### src/design/edcr_pkg.sv
package edcr_pkg;

  // working width for rounding and saturation helpers
  localparam int RW = 72;

  // digit-by-digit square root: 64-bit radicand, 32-bit root, one bit per stage
  localparam int SQ_IN_W  = 64;
  localparam int SQ_OUT_W = 32;
  localparam int SQ_STEPS = SQ_OUT_W;

  // restoring divider: quotient known to stay below 2^DIV_Q_W
  localparam int DIV_NUM_W = 63;
  localparam int DIV_DEN_W = 33;
  localparam int DIV_Q_W   = 31;

  localparam logic signed [RW-1:0] S32_MAX = (RW'(1) <<< 31) - 1;
  localparam logic signed [RW-1:0] S32_MIN = -(RW'(1) <<< 31);
  localparam logic signed [40:0]   N_LIM   = 41'(1) <<< 32;

  typedef enum logic [1:0] {
    OUT_RESOLVED   = 2'd0,
    OUT_COINCIDENT = 2'd1,
    OUT_ZERO_MASS  = 2'd2
  } outcome_e;

  // round v / 2^sh half away from zero
  function automatic logic signed [RW-1:0] rshr(input logic signed [RW-1:0] v, input int sh);
    logic signed [RW-1:0] h;
    logic signed [RW-1:0] t;
    h = RW'(1) <<< (sh - 1);
    t = v + h;
    if (v[RW-1]) t = t - 1;
    return t >>> sh;
  endfunction

  function automatic logic signed [31:0] sat32(input logic signed [RW-1:0] v);
    logic signed [RW-1:0] c;
    c = v;
    if (v > S32_MAX) c = S32_MAX;
    if (v < S32_MIN) c = S32_MIN;
    return 32'(c);
  endfunction

  // limit a new normal speed to +-2^32 lsb
  function automatic logic signed [33:0] clampn(input logic signed [40:0] v);
    logic signed [40:0] c;
    c = v;
    if (v > N_LIM) c = N_LIM;
    if (v < -N_LIM) c = -N_LIM;
    return 34'(c);
  endfunction

endpackage

### src/design/edcr_div_pipe.sv
module edcr_div_pipe import edcr_pkg::*; (
  input  logic                 clk_i,
  input  logic                 en_i,
  input  logic [DIV_NUM_W-1:0] num_i,
  input  logic [DIV_DEN_W-1:0] den_i,
  output logic [DIV_Q_W-1:0]   quo_o
);

  logic [DIV_DEN_W-1:0] rem_q [DIV_Q_W];
  logic [DIV_Q_W-1:0]   low_q [DIV_Q_W];
  logic [DIV_Q_W-1:0]   quo_q [DIV_Q_W];
  logic [DIV_DEN_W-1:0] den_q [DIV_Q_W];

  for (genvar k = 0; k < DIV_Q_W; k++) begin : g_step
    logic [DIV_DEN_W-1:0] rem_in, den_in;
    logic [DIV_Q_W-1:0]   low_in, quo_in;
    logic [DIV_DEN_W:0]   trial;
    logic                 ge;
    if (k == 0) begin : g_first
      assign rem_in = DIV_DEN_W'(num_i[DIV_NUM_W-1:DIV_Q_W]);
      assign low_in = num_i[DIV_Q_W-1:0];
      assign quo_in = '0;
      assign den_in = den_i;
    end else begin : g_next
      assign rem_in = rem_q[k-1];
      assign low_in = low_q[k-1];
      assign quo_in = quo_q[k-1];
      assign den_in = den_q[k-1];
    end
    assign trial = {rem_in, low_in[DIV_Q_W-1]};
    assign ge    = trial >= {1'b0, den_in};

    always_ff @(posedge clk_i) begin
      if (en_i) begin
        rem_q[k] <= ge ? DIV_DEN_W'(trial - {1'b0, den_in}) : DIV_DEN_W'(trial);
        low_q[k] <= low_in << 1;
        quo_q[k] <= {quo_in[DIV_Q_W-2:0], ge};
        den_q[k] <= den_in;
      end
    end
  end

  assign quo_o = quo_q[DIV_Q_W-1];

endmodule

### config.mk
export PLATFORM = sky130hd
export DESIGN_NAME = edcr_div_pipe
export DESIGN_NICKNAME = d
export VERILOG_FILES = /design/src/design/edcr_pkg.sv /design/src/design/edcr_div_pipe.sv
export SDC_FILE = /design/constraint.sdc
export NUM_CORES = 2
export LEC_CHECK = 0
export BUFFER_PORTS_ARGS = -buffer_cell sky130_fd_sc_hd__buf_2
export CORE_MARGIN = 2
export CORE_UTILIZATION = 30
export CTS_BUF_LIST = sky130_fd_sc_hd__clkbuf_8 sky130_fd_sc_hd__clkbuf_16
export DETAILED_ROUTE_END_ITERATION = 7
export PLACE_DENSITY_LB_ADDON = 0.2
export SETUP_SLACK_MARGIN = 0.02
export SLEW_MARGIN = 20
export SYNTH_ARGS = -nofsm -noshare
export SYNTH_HDL_FRONTEND = slang
export SYNTH_SLANG_ARGS = --single-unit
### constraint.sdc
create_clock -name clk_i -period 9 [get_ports clk_i]
set_input_delay 0 -clock clk_i [delete_from_list [all_inputs] [get_ports clk_i]]
set_output_delay 0 -clock clk_i [all_outputs]
set_load 0.005 [all_outputs]
## Yosys cells after proc, flatten, opt, wreduce, memory -nomap -nowiden

Memories as Yosys holds them, arrays and structs flattened.
Index checks and enable logic that the tools add are counted.

- Bits in registers: 0
- Input port bits: 98
- Latch bits: 0
- Memories: 4
- Bits in writable memories: 3937
- Memory bits (read-only): 0
- Word-level logic and storage cells: 99

Memory list:

| memory | words | width | rd ports | clocked after Yosys merged registers in | wr ports | line | text |
|---|---|---|---|---|---|---|---|
| den_q | 31 | 33 | 30 | 0 | 31 | edcr_div_pipe.sv:12 | `logic [DIV_DEN_W-1:0] den_q [DIV_Q_W];` |
| rem_q | 31 | 33 | 30 | 0 | 31 | edcr_div_pipe.sv:9 | `logic [DIV_DEN_W-1:0] rem_q [DIV_Q_W];` |
| quo_q | 31 | 31 | 31 | 0 | 31 | edcr_div_pipe.sv:11 | `logic [DIV_Q_W-1:0] quo_q [DIV_Q_W];` |
| low_q | 31 | 30 | 30 | 0 | 31 | edcr_div_pipe.sv:10 | `logic [DIV_Q_W-1:0] low_q [DIV_Q_W];` |

- Multiply operators: 0
- Add/sub/neg operators: 31
- Reduce and logical (&&, ||, !) cells: 0
- Mux-type cells: 33
- Div/mod/pow operators: 0
- Magnitude comparators: 31
- Bitwise operators: 0
- Eq/ne operators: 0
- Shift-type cells: 0

Operator list:

| kind | number |
|---|---|
| 2-to-1 mux 33 bit | 31 |
| subtractor 33 bit | 31 |
| greater-or-equal comparator 34 x 33 -> 1 bit | 30 |
| greater-or-equal comparator 33 bit | 1 |
| 2-to-1 mux 1 bit | 2 |

## Longest topological paths before layout

An unclocked memory read counts as a cell.

- Depth in word-level cells: 3
- Gate-level depth with buffers: 16

## Worst setup path after synthesis

Ideal clock, no wire load.

- Path type: register to register
- Start: mem low_q[0][179] in the netlist's numbering
- End: mem rem_q[6][3], in the netlist rem_q[0][201], data pin
- Library setup time: 260 ps
- Stages on the path, launching flop included: 16
- Data arrival time: 3342 ps
- Path buffers: 2
- Setup slack: 5399 ps
- Path through: edfxtp_1 > inv_1 > ha_1 > inv_1 > fa_1 > a21o_1 > a21oi_1 > o221ai_1 > a221oi_1 > o21ai_1 > a211o_1 > a21oi_1 > o21a_1 > buf_2 > buf_2 > mux2_2

RTL lines:

| item | line |
|---|---|
| start: declaration | edcr_div_pipe.sv:10 |
| end: declaration | edcr_div_pipe.sv:9 |

==> run summary <==
Routed WL per cell: 17.2 um
Clock Power Share: 23.0%
Primary FF master, synth: edfxtp_1
gate count of the mapped netlist: 12800
top cells by area, synth: edfxtp_1 58%, ha_1 8.4%, a21oi_1 3.8%
weighted congestion reported at the end of routability-driven placement: 0.830
sum of overflow across all layers after global routing: 0
Mean Syn Cell Area: 11.9 sq um
required time of the critical path: 9.70 ns
worst clock skew: 0.121 ns
H-tree levels: 5
clock-pin slew on the worst setup and hold paths: 0.06 ns
number of setup buffers added after CTS: 0
most common cell type on the critical path: inv_1
number of distinct library cells after synthesis: 105
number of max-slew violations in the final report: 0
sequential share of the synthesized area: 57.7%
half-perimeter wire length after detailed placement: 258000 um
area of the mapped netlist: 153000 sq um
design internal power: 39.7 mW
latest clock arrival within the worst-skew pair: 1.01 ns
iteration count of the initial detailed-routing pass: 6
logic depth of the worst register-to-register path: 14
post-DR vias/cell: 4.73
top cell type's share of synthesized area: 57.7%
launching element type of the critical path: register
final design utilization: 34.6%
Critical Path Slowest Stage Cell: a2111oi_0
share of total power in sequential cells: 35.0%
pwr dens: 356 nW/um^2
Core Rows: 262
starting density of the core: 30.1%
EDFF count, synth: 2941
non-filler cells in the finished layout: 20300
worst IR drop on VDD: 169 uV
critical path endpoint category: register
maximum number of pins on one net before global-route repair: 167
Placeable Area: 508000 sq um
slew of the pin with the lowest slew margin: 1.35 ns
number of hold buffers added after cts: 222
setup slack on the worst flop-to-flop path: 4.19 ns
smallest hold slack: 0.0970 ns
final layout net count: 14400
worst slack at placement: 4.21 ns
Clock Sink Count: 2941
antenna violations before repair: 6
number of violations reported at the end of detailed-routing iteration 0: 6089
setup-violating endpoint count in the final report: 0
Top Ports: 129
number of maximum-capacitance violations: 0
critical setup path kind: register to register
depth of the worst hold-timing path: 2
vias in the first global route: 94800
cell taking the most area after synthesis: edfxtp_1
logic gate share of total power: 42.0%
crit path setup slack, layout: 4.19 ns
width of the die: 718 um
cell-by-cell listing of the critical path: inv_1, ha_1, inv_1, fa_1, a21oi_1, o21ai_0, a2111oi_0, o31ai_1, nor3b_1, o2111ai_1, nand2_2, and3b_1, a31oi_1, nand3b_1
number of warnings printed during yosys synthesis: 0
Hold Crit Endpoint: low_q[0][114]
area grow syn2layout: 14.8%
setup repair after global routing missed its margin: no
quantity of I/O buffers inserted on ports: 128
Clock Path Buffers: 4
Post-Synthesis Net Count: 14000
CP max stage delay: 0.74 ns
Switching Fraction: 36.5%
start point of the worst hold path: en_i
Leakage: 70.0 nW
Critical R2R Capture: rem_q[0][62]
worst min-delay path class: input pin to register
crit share post-route: 53.4%
Routed Wire Length: 350000 um
worst reg2reg path startpoint: low_q[0][29]
combined global-route utilization of all metal layers: 13.1%
Root Buffer: clkbuf_16
Sw Pwr: 22.8 mW
Final Critical Period: 4.81 ns
final antenna-violating net count: 0
cell total after placement: 19400
status: completed
number of endpoints with negative hold slack in the final report: 0
largest fanout of any net on the critical path: 54
number of storage elements in the synthesis netlist: 2941
worst slew margin relative to its limit: 9.69%
TritonCTS clock tree: yes
most common library cells after synthesis: 2941 x edfxtp_1, 1291 x inv_1, 1148 x a21oi_1, 1023 x ha_1, 843 x nand2_1
full die area: 516000 sq um
count of instances resized after the clock tree is built: 0
global-route wire length before repair: 545000 um
maximum clock rate: 208 MHz
share of layout cells above drive strength 1: 8.31%
TritonCTS buffer count: 356
share of synthesized flip-flops with an asynchronous set or reset: 0%
die height: 718 um
vias post-DR: 96100
DRC violations left: 0
final-layout setup total negative slack: 0 ns
most common cell in the netlist: edfxtp_1
Worst EP arrival: 5.51 ns
[metrics by stage]
step | total power, mW | instance area, sq um
floorplan | 41.5 | 153000
global placement | 48.3 | 162000
detailed placement | 48.3 | 162000
CTS | 63.3 | 176000
global route | 67.3 | 176000
finish | 62.5 | 176000
[worst max-delay path by stage]
stage,from,to,slack [ns]
after detailed placement,low_q[0][179],rem_q[0][205],4.21
after global routing,low_q[0][29],rem_q[0][62],3.73
final,low_q[0][29],rem_q[0][62],4.19
after global placement,low_q[0][29],rem_q[0][62],4.01
after CTS,low_q[0][29],rem_q[0][62],4.12
after floorplan,low_q[0][179],rem_q[0][201],5.40
[power by group through the flow]
| stage | Clock [mW] | Combinational [mW] | Sequential [mW] |
|---|---|---|---|
| floorplan | 0 | 20.5 | 21.0 |
| finish | 14.4 | 26.2 | 21.9 |
| detailed placement | 0 | 26.1 | 22.2 |
| CTS | 15.0 | 26.3 | 22.0 |
| global placement | 0 | 26.0 | 22.3 |
| global route | 15.5 | 29.6 | 22.2 |
[layer usage]
layer	GRT usage (%)	wire length, um
met1	17.3	159000
met3	1.93	13900
met5	0	0
met4	3.36	8630
met2	22.6	168000
[worst max-delay path, delay by kind of cell (launching register included)]
kind / cells / cell delay [ns]
flops: 1 / 0.39
compound gates: 6 / 2.03
simple gates: 4 / 1.40
fa+ha+maj: 2 / 0.55
buf+inv: 2 / 0.12
[cells by family after synthesis]
family                   synth area share, %
AO/OA/AOI/OAI                           14.4
XOR/XNOR                                4.94
adder cells (fa/ha/maj)                 8.76
buffers and inverters                   4.01
flip-flops                              57.7
multiplexers                            2.44
AND/OR/NAND/NOR                         7.71
[layout by cell type (no fill, tap or decap), drive strengths merged, types with 306 or more instances in the layout]
cell type,netlist,layout
a21o,629,629
inv,1293,1386
o21ai,804,804
nand2,843,843
clkbuf,226,358
xnor2,514,514
mux2,306,306
xor2,349,349
edfxtp,2941,2941
ha,1023,1023
nor2,693,693
a21oi,1152,1152
[sequential cells by signal (all words and copies together), names as in the netlist]
name	count
den_q	990
quo_q	496
rem_q	990
low_q	465
[cell type report]
type,instances,area [sq um]
Antenna cell,1,2.50
Clock buffer,358,8960
Clock inverter,290,2830
Fill cell,50200,333000
Inverter,1293,4850
Multi-Input combinational cell,8274,58700
Sequential cell,2941,88300
Tap cell,6732,8420
Timing Repair Buffer,421,3580
Note: power is estimated with default switching activity, not from simulation.
