$ cat src/design/edcr_pkg.sv
package edcr_pkg;

  // working width for rounding and saturation helpers
  localparam int RW = 72;

  // digit-by-digit square root: 64-bit radicand, 32-bit root, one bit per stage
  localparam int SQ_IN_W  = 64;
  localparam int SQ_OUT_W = 32;
  localparam int SQ_STEPS = SQ_OUT_W;

  // restoring divider: quotient known to stay below 2^DIV_Q_W
  localparam int DIV_NUM_W = 63;
  localparam int DIV_DEN_W = 33;
  localparam int DIV_Q_W   = 31;

  localparam logic signed [RW-1:0] S32_MAX = (RW'(1) <<< 31) - 1;
  localparam logic signed [RW-1:0] S32_MIN = -(RW'(1) <<< 31);
  localparam logic signed [40:0]   N_LIM   = 41'(1) <<< 32;

  typedef enum logic [1:0] {
    OUT_RESOLVED   = 2'd0,
    OUT_COINCIDENT = 2'd1,
    OUT_ZERO_MASS  = 2'd2
  } outcome_e;

  // round v / 2^sh half away from zero
  function automatic logic signed [RW-1:0] rshr(input logic signed [RW-1:0] v, input int sh);
    logic signed [RW-1:0] h;
    logic signed [RW-1:0] t;
    h = RW'(1) <<< (sh - 1);
    t = v + h;
    if (v[RW-1]) t = t - 1;
    return t >>> sh;
  endfunction

  function automatic logic signed [31:0] sat32(input logic signed [RW-1:0] v);
    logic signed [RW-1:0] c;
    c = v;
    if (v > S32_MAX) c = S32_MAX;
    if (v < S32_MIN) c = S32_MIN;
    return 32'(c);
  endfunction

  // limit a new normal speed to +-2^32 lsb
  function automatic logic signed [33:0] clampn(input logic signed [40:0] v);
    logic signed [40:0] c;
    c = v;
    if (v > N_LIM) c = N_LIM;
    if (v < -N_LIM) c = -N_LIM;
    return 34'(c);
  endfunction

endpackage

$ cat src/design/edcr_isqrt_pipe.sv
module edcr_isqrt_pipe import edcr_pkg::*; (
  input  logic                clk_i,
  input  logic                en_i,
  input  logic [SQ_IN_W-1:0]  rad_i,
  output logic [SQ_OUT_W-1:0] root_o
);

  logic [SQ_IN_W-1:0] x_q [SQ_STEPS];
  logic [SQ_IN_W-1:0] r_q [SQ_STEPS];

  for (genvar k = 0; k < SQ_STEPS; k++) begin : g_step
    logic [SQ_IN_W-1:0] x_in, r_in, bit_v, trial;
    if (k == 0) begin : g_first
      assign x_in = rad_i;
      assign r_in = '0;
    end else begin : g_next
      assign x_in = x_q[k-1];
      assign r_in = r_q[k-1];
    end
    assign bit_v = SQ_IN_W'(1) << (SQ_IN_W - 2 - 2 * k);
    assign trial = r_in + bit_v;

    always_ff @(posedge clk_i) begin
      if (en_i) begin
        if (x_in >= trial) begin
          x_q[k] <= x_in - trial;
          r_q[k] <= (r_in >> 1) + bit_v;
        end else begin
          x_q[k] <= x_in;
          r_q[k] <= r_in >> 1;
        end
      end
    end
  end

  assign root_o = r_q[SQ_STEPS-1][SQ_OUT_W-1:0];

endmodule

$ cat config.mk
export PLATFORM = sky130hd
export DESIGN_NAME = edcr_isqrt_pipe
export DESIGN_NICKNAME = d
export VERILOG_FILES = /design/src/design/edcr_pkg.sv /design/src/design/edcr_isqrt_pipe.sv
export SDC_FILE = /design/constraint.sdc
export NUM_CORES = 2
export LEC_CHECK = 0
export BUFFER_PORTS_ARGS = -buffer_cell sky130_fd_sc_hd__buf_2
export CAP_MARGIN = 20
export CELL_PAD_IN_SITES_DETAIL_PLACEMENT = 1
export CELL_PAD_IN_SITES_GLOBAL_PLACEMENT = 1
export CORE_MARGIN = 2
export CORE_UTILIZATION = 40
export CTS_CLUSTER_SIZE = 28
export DETAILED_ROUTE_END_ITERATION = 8
export PLACE_DENSITY_LB_ADDON = 0.1
export SETUP_SLACK_MARGIN = 0.2
export SLEW_MARGIN = 10
export SYNTH_ARGS = -nofsm -noshare
export SYNTH_HDL_FRONTEND = slang
export SYNTH_SLANG_ARGS = --single-unit
$ cat constraint.sdc
create_clock -name clk_i -period 7.4 [get_ports clk_i]
set_input_delay 0.74 -clock clk_i [delete_from_list [all_inputs] [get_ports clk_i]]
set_output_delay 0.74 -clock clk_i [all_outputs]
set_load 0.03 [all_outputs]
### After elaboration in Yosys (flattened, before gate mapping)

Memories as Yosys holds them, arrays and structs flattened.
Cells that the tools add are included.

| storage, ports and cells | value |
|---|---|
| bits in writable memories | 4096 |
| logic and storage cells | 448 |
| output and inout bits | 32 |
| memories | 2 |
| input port bits | 66 |
| bits in registers | 0 |

Memories:

| name | words | width | read ports | clocked after Yosys merged registers in | write ports | RTL line | text |
|---|---|---|---|---|---|---|---|
| r_q | 32 | 64 | 32 | 0 | 32 | edcr_isqrt_pipe.sv:9 | `logic [SQ_IN_W-1:0] r_q [SQ_STEPS];` |
| x_q | 32 | 64 | 31 | 0 | 32 | edcr_isqrt_pipe.sv:8 | `logic [SQ_IN_W-1:0] x_q [SQ_STEPS];` |

| cells by class | value |
|---|---|
| $lt $le $gt $ge | 32 |
| bitwise operators | 64 |
| mux-type cells | 256 |
| add/sub/neg operators | 94 |

Operators by type and width:

| cell | number |
|---|---|
| $mux W64 | 64 |
| $ge A64 B64 Y1 | 31 |
| $sub A64 B64 Y64 | 31 |
| $mux W1 | 192 |
| $add A63 B1 Y64 const B | 1 |
| $add A63 B11 Y64 const B | 1 |
| $add A63 B13 Y64 const B | 1 |
| $add A63 B15 Y64 const B | 1 |
| $add A63 B17 Y64 const B | 1 |
| $add A63 B19 Y64 const B | 1 |
| $add A63 B21 Y64 const B | 1 |
| $add A63 B23 Y64 const B | 1 |
| $add A63 B25 Y64 const B | 1 |
| $add A63 B27 Y64 const B | 1 |
| $add A63 B29 Y64 const B | 1 |
| $add A63 B3 Y64 const B | 1 |
| $add A63 B31 Y64 const B | 1 |
| $add A63 B33 Y64 const B | 1 |
| $add A63 B35 Y64 const B | 1 |
| $add A63 B37 Y64 const B | 1 |
| $add A63 B39 Y64 const B | 1 |
| $add A63 B41 Y64 const B | 1 |
| $add A63 B43 Y64 const B | 1 |
| $add A63 B45 Y64 const B | 1 |
| 45 further kinds | 108 |

### Longest topological paths before layout

An unclocked memory read counts as a cell.

| logic depth | value |
|---|---|
| word-level depth | 7 |
| mapped depth | 15 |
| mapped depth without buffers | 13 |

### Least setup slack after synthesis

Ideal clock, no wire load.

| timing path | value |
|---|---|
| kind | input port to flip-flop |
| start | in en_i |
| end | mem r_q[28][6], in the netlist r_q[1][774] (enable) |
| required time | 6.915 ns |
| stages | 4 |
| path slack | 2.794 ns |
| path buffers | 4 |
| arrival time | 4.121 ns |
| library setup time | 0.485 ns |
| cells stage by stage | clkbuf_1 > clkbuf_1 > clkbuf_1 > clkbuf_1 |

RTL lines:

| element | RTL line | text |
|---|---|---|
| start: declaration | edcr_isqrt_pipe.sv:3 | `input logic en_i,` |
| end: declaration | edcr_isqrt_pipe.sv:9 |  |

==> results.md <==
- Status: complete, no violations
- Async set or reset register ratio after synthesis: 0%
- Gr ovfl total: 0
- Die Y: 553 um
- Worst Skew: 0.0944 ns
- # H-tree levels: 5
- Post-DP Area: 0.126 sq mm
- Critical path class: flip-flop to flip-flop
- Clock-pin slew on the worst setup and hold paths: 0.06 ns
- Postcts setup bufs: 0
- Post-synthesis cell count: 9611
- Worst Hold Class: primary input to flip-flop
- DR vias: 78.0k
- Area Growth Syn to Fin: 13.0%
- Power per cell area: 318 mW/mm^2
- Avg Inst Size Synth: 12.5 sq um
- Setup crit start kind: flip-flop
- I/O Buffers: 97
- Most frequent cells in the layout: 2512 x edfxtp_1, 700 x inv_1, 695 x nand2_1
- Gr usage total: 22.2%
- Die X: 553 um
- Clk buf depth: 4
- P_leak: 50.7 nW
- Largest net degree at the start of global routing: 178
- Final hold viol count: 0
- RSZ-0062 raised after global routing: no
- Remaining routing DRC violations: 0
- Layout cells sized above 1: 7.39%
- Crit-path max FO: 6
- Worst EP required: 8.00 ns
- Vias/cell: 5.53
- Worst-Margin Slew: 1.20 ns
- Sink Count: 2512
- Vias in the first global route: 79.7k
- Netlist cell types: 96
- Yosys warns: 0
- CTS Buf Count: 293
- Mapped Area: 0.120 sq mm
- Post-layout util: 45.4%
- Post-synth EDFFs: 2512
- Worst IR Drop VDD: 0.221 mV
- CTS tree: yes
- Row count: 201
- Wire length per cell: 24.6 um
- Setup slack, reg-to-reg: 2.07 ns
- FILL cells: 30.9k
- Maxcap violations: 0
- Worst r2r src: r_q[1][593]
- First-pass DRT Iterations: 5
- Synthesized Nets: 10.2k
- Post-layout nets: 10.5k
- Final min period: 5.33 ns
- Final instance area: 0.136 sq mm
- Ports: 98
- Critical R2R Capture: x_q[1][703]
- #FFs+latches synth: 2512
- Most common cell after layout, fill and taps aside: edfxtp_1
- DP HPWL: 264000 um
- Core area: 0.300 sq mm
- Final Setup Violations: 0
- Starting Density: 40.2%
- Most common flop cell mapped by yosys: edfxtp_1
- DRT iter0 DRCs: 6459
- Clock Latency Late Sink: 0.94 ns
- Hold depth: 2
- CP Capture Type: flip-flop
- Root Driver: clkbuf_16
- Critical Path AT: 5.93 ns
- Initial antenna violation count: 35
- First-pass GRT wire length: 516000 um
- DIE AREA: 0.305 sq mm
- RePlAce Congestion: 0.880
- Worst Reg2Reg Path Length in Cells: 13
- Setup TNS: 0 ns
- Final total power: 43.3 mW
- Max Slew Vio Count: 0
- Period utilisation layout: 72.0%
- Slew margin rel.: 19.2%
- Post-route ant nets: 0
- Worst hold start: rad_i[62]
- Hold EP: x_q[0][62]
- Sequential fraction of the synthesis area: 62.6%
- Drt total wl: 347000 um
- Max Freq: 0.188 GHz
-- cell usage after synthesis, types with 46 or more instances --
| cell type | n | area, sq um |
|---|---|---|
| edfxtp_1 | 2512 | 75400 |
| inv_1 | 701 | 2630 |
| nand2_1 | 695 | 2610 |
| ha_1 | 558 | 6980 |
| nor2_1 | 556 | 2090 |
| o21ai_0 | 537 | 2690 |
| a21oi_1 | 532 | 2660 |
| xor2_1 | 468 | 4100 |
| xnor2_1 | 410 | 3590 |
| nor4_1 | 359 | 2250 |
| nor3_1 | 257 | 1290 |
| a21o_1 | 242 | 1820 |
| clkbuf_1 | 192 | 721 |
| nand3_1 | 165 | 826 |
| nand4_1 | 142 | 888 |
| or3_1 | 118 | 738 |
| nand2b_1 | 112 | 701 |
| o21a_1 | 100 | 751 |
| nor2b_1 | 64 | 400 |
| or4_1 | 59 | 443 |
| mux2_2 | 53 | 597 |
| o21bai_1 | 52 | 390 |
| a211oi_1 | 49 | 368 |
| o31ai_1 | 49 | 368 |
| a31oi_1 | 46 | 288 |
-- power breakdown --
part	switching (mW)	leakage, nW	internal [mW]
Sequential	1.68	24.2	18.0
Combinational	5.55	21.8	3.36
Clock	5.99	4.69	8.64
Total	13.2	50.7	30.0
-- metal layers --
metal  global-route usage (%)  vias up  routed length (um)
li1                         -    36550                   -
met1                     32.8    39218              166000
met2                     34.3     1807              153000
met3                     3.16      435               18900
met4                     5.66        0                8810
met5                        0        -                   0
-- critical path, stage by stage, from the launching register on --
cell      delay (ns)
edfxtp_1        0.39
inv_1           0.06
ha_1            0.34
nand3_1         0.21
nor3_1          0.87
o21ai_0         0.58
a21oi_1         0.37
o21ai_0         0.22
o21ai_0         0.77
a311oi_4        0.23
nor4_1          0.49
clkbuf_2        0.25
nand3_1         0.10
xnor2_1         0.19
-- flip-flops by register name, indices dropped and copies added, names as in the netlist --
register,count
r_q,528
x_q,1984
-- logic make-up (layout without fill, tap and decap cells) --
| family | count (synthesis) | in the layout | share of synthesized area, % |
|---|---|---|---|
| buf+inv | 917 | 1459 | 2.88 |
| mux | 65 | 65 | 0.595 |
| flops | 2512 | 2512 | 62.6 |
| simple gates | 2832 | 2832 | 12.1 |
| other cells | 0 | 1 | 0 |
| fa+ha+maj | 558 | 558 | 5.80 |
| compound gates | 1849 | 1849 | 9.56 |
| xor+xnor | 878 | 878 | 6.39 |
-- stage by stage --
step	setup WS, ns	cells	hold WS [ns]
after global routing	1.83	14112	0.111
after detailed placement	2.06	13518	0.432
after CTS	2.05	14108	0.0804
final	2.07	14112	0.147
after floorplan	2.79	9611	0.417
after global placement	2.14	13516	0.428
-- timing repair --
| item | 4_1_cts | 5_1_grt |
|---|---|---|
| gates resized for setup | 0 | 0 |
| hold endpoints to repair | 62 | 0 |
| hold buffers | 62 | 0 |
-- cell type report --
type / instances / area [sq um] / area share (%)
antenna: 1 / 2.50 / 0.00184
tap: 3958 / 4950 / 3.64
clock inverter: 179 / 2010 / 1.48
timing repair buffer: 228 / 1760 / 1.30
inverter: 703 / 2640 / 1.94
sequential: 2512 / 75400 / 55.4
multi-input combinational: 6182 / 41600 / 30.6
clock buffer: 349 / 7670 / 5.64
-- worst max-delay path by stage --
stage                      startpoint  depth (start not counted)  slack, ns          end
after global routing      r_q[1][593]                         13       1.83  x_q[1][703]
final                     r_q[1][593]                         13       2.07  x_q[1][703]
after CTS                 r_q[1][593]                         12       2.05  x_q[1][703]
after global placement    r_q[1][593]                         12       2.14  x_q[1][699]
after detailed placement  r_q[1][593]                         12       2.06  x_q[1][703]
after floorplan                  en_i                          4       2.79  r_q[1][774]
No activity file was read; power rests on OpenSTA's default activity.
